File: src/rtl/core/skte_pkg.sv
// ----------------------------------------------------------------------------
// skte_pkg
// shared constants, codes, command/status types and key compare functions
// ----------------------------------------------------------------------------
`default_nettype none

package skte_pkg;

  localparam int TABLE_DEPTH = 1024;
  localparam int KEY_BITS    = 32;
  localparam int IDX_W       = $clog2(TABLE_DEPTH);
  localparam int CNT_W       = IDX_W + 1;
  localparam int SRCH_W      = CNT_W + 1;
  localparam int STACK_PAIRS = 32;
  localparam int SP_W        = $clog2(STACK_PAIRS);
  localparam int TOP_W       = SP_W + 1;
  localparam int MODE_W      = 3;
  localparam int STAT_W      = 2;
  localparam int POS_W       = 10;
  localparam int OP_W        = 5;

  // request modes
  localparam logic [MODE_W-1:0] MODE_APPEND  = 3'd0;
  localparam logic [MODE_W-1:0] MODE_SORT    = 3'd1;
  localparam logic [MODE_W-1:0] MODE_EXACT   = 3'd2;
  localparam logic [MODE_W-1:0] MODE_ATLEAST = 3'd3;
  localparam logic [MODE_W-1:0] MODE_READ    = 3'd4;

  // result status codes
  localparam logic [STAT_W-1:0] ST_OK   = 2'd0;
  localparam logic [STAT_W-1:0] ST_MISS = 2'd1;
  localparam logic [STAT_W-1:0] ST_FULL = 2'd2;

  // datapath operations
  localparam logic [OP_W-1:0] OP_NONE      = 5'd0;
  localparam logic [OP_W-1:0] OP_LOAD      = 5'd1;
  localparam logic [OP_W-1:0] OP_APPEND    = 5'd2;
  localparam logic [OP_W-1:0] OP_SORT_INIT = 5'd3;
  localparam logic [OP_W-1:0] OP_POS_RD    = 5'd4;
  localparam logic [OP_W-1:0] OP_POS_RES   = 5'd5;
  localparam logic [OP_W-1:0] OP_SRCH_RD   = 5'd6;
  localparam logic [OP_W-1:0] OP_SRCH_ST   = 5'd7;
  localparam logic [OP_W-1:0] OP_AL_RD     = 5'd8;
  localparam logic [OP_W-1:0] OP_AL_RES    = 5'd9;
  localparam logic [OP_W-1:0] OP_POP_RD    = 5'd10;
  localparam logic [OP_W-1:0] OP_POP       = 5'd11;
  localparam logic [OP_W-1:0] OP_PIV_RD    = 5'd12;
  localparam logic [OP_W-1:0] OP_PIV       = 5'd13;
  localparam logic [OP_W-1:0] OP_HI_RD     = 5'd14;
  localparam logic [OP_W-1:0] OP_HI_ST     = 5'd15;
  localparam logic [OP_W-1:0] OP_LO_RD     = 5'd16;
  localparam logic [OP_W-1:0] OP_LO_ST     = 5'd17;
  localparam logic [OP_W-1:0] OP_PIV_WR    = 5'd18;
  localparam logic [OP_W-1:0] OP_PUSH_A    = 5'd19;
  localparam logic [OP_W-1:0] OP_PUSH_B    = 5'd20;
  localparam logic [OP_W-1:0] OP_EMIT      = 5'd21;

  typedef struct packed {
    logic [OP_W-1:0] op;
  } skte_cmd_t;

  typedef struct packed {
    logic [MODE_W-1:0] mode;
    logic              fill_lt2;
    logic              top_zero;
    logic              range_ok;
    logic              p_lt;
    logic              p_ne;
    logic              gt_piv;
    logic              lt_piv;
    logic              s_empty;
    logic              s_gt;
    logic              s_lt;
    logic              out_free;
  } skte_stat_t;

  function automatic logic [KEY_BITS-1:0] key_bias(input logic [KEY_BITS-1:0] a,
                                                   input logic sgn);
    logic [KEY_BITS-1:0] m;
    m = {sgn, {(KEY_BITS-1){1'b0}}};
    return a ^ m;
  endfunction

  function automatic logic key_gt(input logic [KEY_BITS-1:0] a,
                                  input logic [KEY_BITS-1:0] b, input logic sgn);
    return key_bias(a, sgn) > key_bias(b, sgn);
  endfunction

  function automatic logic key_lt(input logic [KEY_BITS-1:0] a,
                                  input logic [KEY_BITS-1:0] b, input logic sgn);
    return key_bias(a, sgn) < key_bias(b, sgn);
  endfunction

endpackage

`default_nettype wire

File: src/rtl/core/skte_ctrl.sv
// ----------------------------------------------------------------------------
// skte_ctrl
// request sequencer: dispatch, search probing, quicksort partition and stack
// ----------------------------------------------------------------------------
`default_nettype none

module skte_ctrl
  import skte_pkg::*;
(
  input  wire logic       clk,
  input  wire logic       rst,
  input  wire logic       in_valid,
  output logic            in_stall,
  input  wire skte_stat_t st,
  output skte_cmd_t       cmd
);

  localparam logic [4:0] S_IDLE    = 5'd0;
  localparam logic [4:0] S_DISP    = 5'd1;
  localparam logic [4:0] S_POS     = 5'd2;
  localparam logic [4:0] S_SRCH    = 5'd3;
  localparam logic [4:0] S_SRCH_ST = 5'd4;
  localparam logic [4:0] S_AL_RES  = 5'd5;
  localparam logic [4:0] S_POP_RD  = 5'd6;
  localparam logic [4:0] S_POP     = 5'd7;
  localparam logic [4:0] S_PIV_RD  = 5'd8;
  localparam logic [4:0] S_PIV     = 5'd9;
  localparam logic [4:0] S_LOOP    = 5'd10;
  localparam logic [4:0] S_HI_RD   = 5'd11;
  localparam logic [4:0] S_HI_ST   = 5'd12;
  localparam logic [4:0] S_LO_RD   = 5'd13;
  localparam logic [4:0] S_LO_ST   = 5'd14;
  localparam logic [4:0] S_PUSH_A  = 5'd15;
  localparam logic [4:0] S_PUSH_B  = 5'd16;
  localparam logic [4:0] S_EMIT    = 5'd17;

  logic [4:0] state;
  logic [4:0] state_next;

  always_ff @(posedge clk) begin
    if (rst) begin
      state <= S_IDLE;
    end else begin
      state <= state_next;
    end
  end

  assign in_stall = (state != S_IDLE);

  always_comb begin
    state_next = state;
    cmd.op     = OP_NONE;
    case (state)
      S_IDLE: begin
        if (in_valid) begin
          cmd.op     = OP_LOAD;
          state_next = S_DISP;
        end
      end
      S_DISP: begin
        case (st.mode)
          MODE_APPEND: begin
            cmd.op     = OP_APPEND;
            state_next = S_EMIT;
          end
          MODE_SORT: begin
            cmd.op     = OP_SORT_INIT;
            state_next = st.fill_lt2 ? S_EMIT : S_POP_RD;
          end
          MODE_EXACT, MODE_ATLEAST: begin
            state_next = S_SRCH;
          end
          MODE_READ: begin
            cmd.op     = OP_POS_RD;
            state_next = S_POS;
          end
          default: begin
            state_next = S_EMIT;
          end
        endcase
      end
      S_POS: begin
        cmd.op     = OP_POS_RES;
        state_next = S_EMIT;
      end
      S_SRCH: begin
        if (st.s_empty) begin
          if (st.mode == MODE_ATLEAST) begin
            cmd.op     = OP_AL_RD;
            state_next = S_AL_RES;
          end else begin
            state_next = S_EMIT;
          end
        end else begin
          cmd.op     = OP_SRCH_RD;
          state_next = S_SRCH_ST;
        end
      end
      S_SRCH_ST: begin
        cmd.op     = OP_SRCH_ST;
        state_next = (st.s_gt || st.s_lt) ? S_SRCH : S_EMIT;
      end
      S_AL_RES: begin
        cmd.op     = OP_AL_RES;
        state_next = S_EMIT;
      end
      S_POP_RD: begin
        if (st.top_zero) begin
          state_next = S_EMIT;
        end else begin
          cmd.op     = OP_POP_RD;
          state_next = S_POP;
        end
      end
      S_POP: begin
        cmd.op     = OP_POP;
        state_next = S_PIV_RD;
      end
      S_PIV_RD: begin
        if (st.range_ok) begin
          cmd.op     = OP_PIV_RD;
          state_next = S_PIV;
        end else begin
          state_next = S_POP_RD;
        end
      end
      S_PIV: begin
        cmd.op     = OP_PIV;
        state_next = S_LOOP;
      end
      S_LOOP: begin
        if (st.p_lt) begin
          state_next = S_HI_RD;
        end else begin
          cmd.op     = OP_PIV_WR;
          state_next = S_PUSH_A;
        end
      end
      S_HI_RD: begin
        cmd.op     = OP_HI_RD;
        state_next = S_HI_ST;
      end
      S_HI_ST: begin
        cmd.op     = OP_HI_ST;
        state_next = (st.gt_piv && st.p_ne) ? S_HI_RD : S_LO_RD;
      end
      S_LO_RD: begin
        cmd.op     = OP_LO_RD;
        state_next = S_LO_ST;
      end
      S_LO_ST: begin
        cmd.op     = OP_LO_ST;
        state_next = (st.lt_piv && st.p_ne) ? S_LO_RD : S_LOOP;
      end
      S_PUSH_A: begin
        cmd.op     = OP_PUSH_A;
        state_next = S_PUSH_B;
      end
      S_PUSH_B: begin
        cmd.op     = OP_PUSH_B;
        state_next = S_POP_RD;
      end
      S_EMIT: begin
        if (st.out_free) begin
          cmd.op     = OP_EMIT;
          state_next = S_IDLE;
        end
      end
      default: begin
        state_next = S_IDLE;
      end
    endcase
  end

endmodule

`default_nettype wire

File: config.mk
export PLATFORM = sky130hd
export DESIGN_NAME = skte_ctrl
export DESIGN_NICKNAME = d
export VERILOG_FILES = /design/src/rtl/core/skte_pkg.sv /design/src/rtl/core/skte_ctrl.sv
export SDC_FILE = /design/constraint.sdc
export NUM_CORES = 1
export LEC_CHECK = 0
export CAP_MARGIN = 10
export CORE_ASPECT_RATIO = 1.5
export CORE_MARGIN = 10
export CORE_UTILIZATION = 25
export DETAILED_ROUTE_END_ITERATION = 10
export DONT_BUFFER_PORTS = 1
export GPL_ROUTABILITY_DRIVEN = 0
export SYNTH_ARGS = -nofsm -noshare
export SYNTH_HDL_FRONTEND = slang
export SYNTH_SLANG_ARGS = --single-unit
File: constraint.sdc
create_clock -name clk -period 1.9 [get_ports clk]
set_clock_uncertainty 0.05 [all_clocks]
set_input_delay 0.38 -clock clk [delete_from_list [all_inputs] [get_ports clk]]
set_output_delay 0.38 -clock clk [all_outputs]
set_load 0.01 [all_outputs]
==> impl_metrics.py <==
metrics = {
    "outcome": {
        "failed_checks": "setup timing",
        "status": "finished, violations left",
    },
    "power_and_ir_drop": {
        "power_density_nw_per_um2": 1200,
        "peakVddDrop_v": 0.000514,
        "p_leak_nw": 0.420,
    },
    "clocking": {
        "cts-root-buf": "clkbuf_8",
        "cts_sinks": 5,
        "h-tree-depth": 1,
        "cts_tree": "built",
        "cts_hold_buf": 0,
        "path_clk_slew_ps": 30,
        "clock_latency_ps": 220,
        "cts.path.max_buffers": 2,
        "cts_buffers": 3,
    },
    "setup_path": {
        "worst_ep_required_time_ps": 1470,
        "r2r_cells": 5,
        "critPathKind": "reg -> out",
        "crit_path_end_kind": "primary output",
        "worst_setup_path_start_kind": "flip-flop",
        "critPathMaxFanout": 8,
        "cp.arrival_ps": 1470,
    },
    "die": {
        "boundaryPins": 23,
        "dieWidth_um": 67.2,
        "dieArea_um2": 6100,
        "initial_utilization_pct": 26.2,
        "core_um2": 3190,
        "die_h_um": 90.8,
        "rows": 25,
    },
    "logic_synthesis": {
        "synthCells": 122,
        "synth_area_um2": 836,
        "yosys_warnings": 0,
        "syn_nets": 139,
        "synth_cell_type_count": 49,
        "ys_ff_latch": 5,
        "yosysSeqAreaShare_pct": 12.0,
        "yosys_most_used_dff": "dfxtp_1",
        "synth.avg_cell_area_um2": 6.85,
        "ys_async_sr_fraction_pct": 0,
        "synth-edff-count": 0,
    },
    "cells_and_area": {
        "reg_top3": "state x5",
        "area_delta_synth_final_pct": 37.3,
        "regMostFlops": "state",
        "drive_gt1_share_pct": 32.4,
        "diodes": 0,
        "nets": 157,
        "largest_reg_flops": 5,
        "fin_area_um2": 1150,
    },
    "timing": {
        "worst_slack_ps": -0.738,
        "finalCritPeriodShare_pct": 100,
        "fmax_ghz": 0.526,
        "slew_headroom_pct": 72.0,
        "rsz0062_at_grt": "true",
        "whs_ps": 174,
        "period_needed_ps": 1900,
        "tns_ps": -0.738,
        "tightest_slew_ps": 418,
        "slew_viol_final": 0,
        "setup_viol": 1,
        "hold_viol": 0,
    },
    "placement": {
        "dp_hpwl_um": 2630,
        "placed_area_um2": 1010,
        "port_buffers": 0,
    },
    "routing": {
        "vias": 1129,
        "wl_um": 3520,
        "drc": 0,
        "drtIter0Drc": 142,
        "dr.pass1.iters": 5,
        "via_per_inst": 6.31,
        "wl_per_cell_um": 19.7,
        "ant_nets": 0,
    },
    "grt": {
        "grt_pass1_vias": 1159,
        "grt_overflow": 0,
        "grt_first_pass_wirelength_um": 5600,
        "grt_use_total_pct": 11.3,
        "grt_max_degree": 17,
        "antenna_found_initial": 0,
    },
    "run": {
        "cap_violations": 0,
    },
    "min_path": {
        "holdPathStages": 1,
        "min_path_type": "in -> reg",
    },
}
-- Yosys cell counts (all sizes together), types with 3 or more instances --
cell	instances	area share, %
nand2	10	4.5
o21ai	10	6.0
buf	9	5.7
nor2	9	4.0
a21oi	7	4.2
nor2b	6	4.5
dfxtp	5	12
nand2b	5	3.7
nor3	5	3.0
inv	4	1.8
nand3	4	2.4
a31oi	3	2.2
nor4b	3	4.6
o21bai	3	2.7
-- layout by cell type, fill, tap and decap left out, drive strengths merged, types with 2 or more instances in the layout --
cell	n
a21oi	7
a222oi	2
a22oi	2
a31oi	3
a32oi	2
buf	23
clkbuf	4
dfxtp	5
inv	4
mux2i	2
nand2	10
nand2b	5
nand3	4
nor2	9
nor2b	6
nor3	5
nor4	2
nor4b	3
o21ai	10
o21bai	3
or3b	2
or4	2
-- metal layers --
metal	up-vias	global-route usage, %	wire (um)
met5	-	0	0
met4	0	3.44	112
met3	13	6.34	440
met2	78	18.8	1770
met1	535	11.5	1200
li1	503	-	-
-- worst max-delay path, stage by stage, from the launching register on --
cell and delay (ps):
dfxtp_4 360, or4b_4 570, a22oi_2 170, buf_4 140
-- cell type report --
cell class              count  area (um^2)
inverters                   4         15.0
clock buffers               4         45.0
flip-flops and latches      5          116
repair buffers             23          193
multi-input cells         103          728
well taps                  40         50.0
fillers                   338         2040
-- where the power goes --
group | switching [mW] | leakage, nW | internal (mW)
clock | 0.0566 | 0.0228 | 0.144
combinational | 0.510 | 0.353 | 0.456
sequential | 0.0603 | 0.0442 | 0.145
-- per-stage QoR --
step / instances / setup WS, ps / utilization [%] / power [mW]
finish: 179 / -0.738 / 36.0 / 1.37
global route: 179 / -52.6 / 36.0 / 1.46
global placement: 174 / 69.9 / 31.7 / 1.01
detailed placement: 174 / 74.6 / 31.7 / 1.02
CTS: 179 / -11.3 / 34.5 / 1.29
floorplan: 122 / 149 / - / 0.703
-- final timing paths --
path / start / end / slack (ps)
worst min-delay path: rst / state[3]$_SDFFE_PP0P_ / 170
worst max-delay path: state[1]$_SDFFE_PP0P_ / cmd[4] / -0.7
worst min register to register: state[4]$_SDFFE_PP0P_ / state[3]$_SDFFE_PP0P_ / 600
worst max register to register: state[4]$_SDFFE_PP0P_ / state[1]$_SDFFE_PP0P_ / 90
-- cell families after synthesis --
group	after synthesis	synth area share (%)
compound gates	45	37.4
mux	2	2.40
buf+inv	14	7.93
xor+xnor	1	1.05
simple gates	55	39.2
flops	5	12.0
-- repair_timing --
| action | 4_1_cts | 5_1_grt |
|---|---|---|
| gates cloned | 0 | 0 |
| pin swaps | 5 | 5 |
| buffers inserted | 1 | 0 |
| setup endpoints to repair | 5 | 5 |
| gates resized for setup | 15 | 10 |
Note: power is estimated with default switching activity, not from simulation.
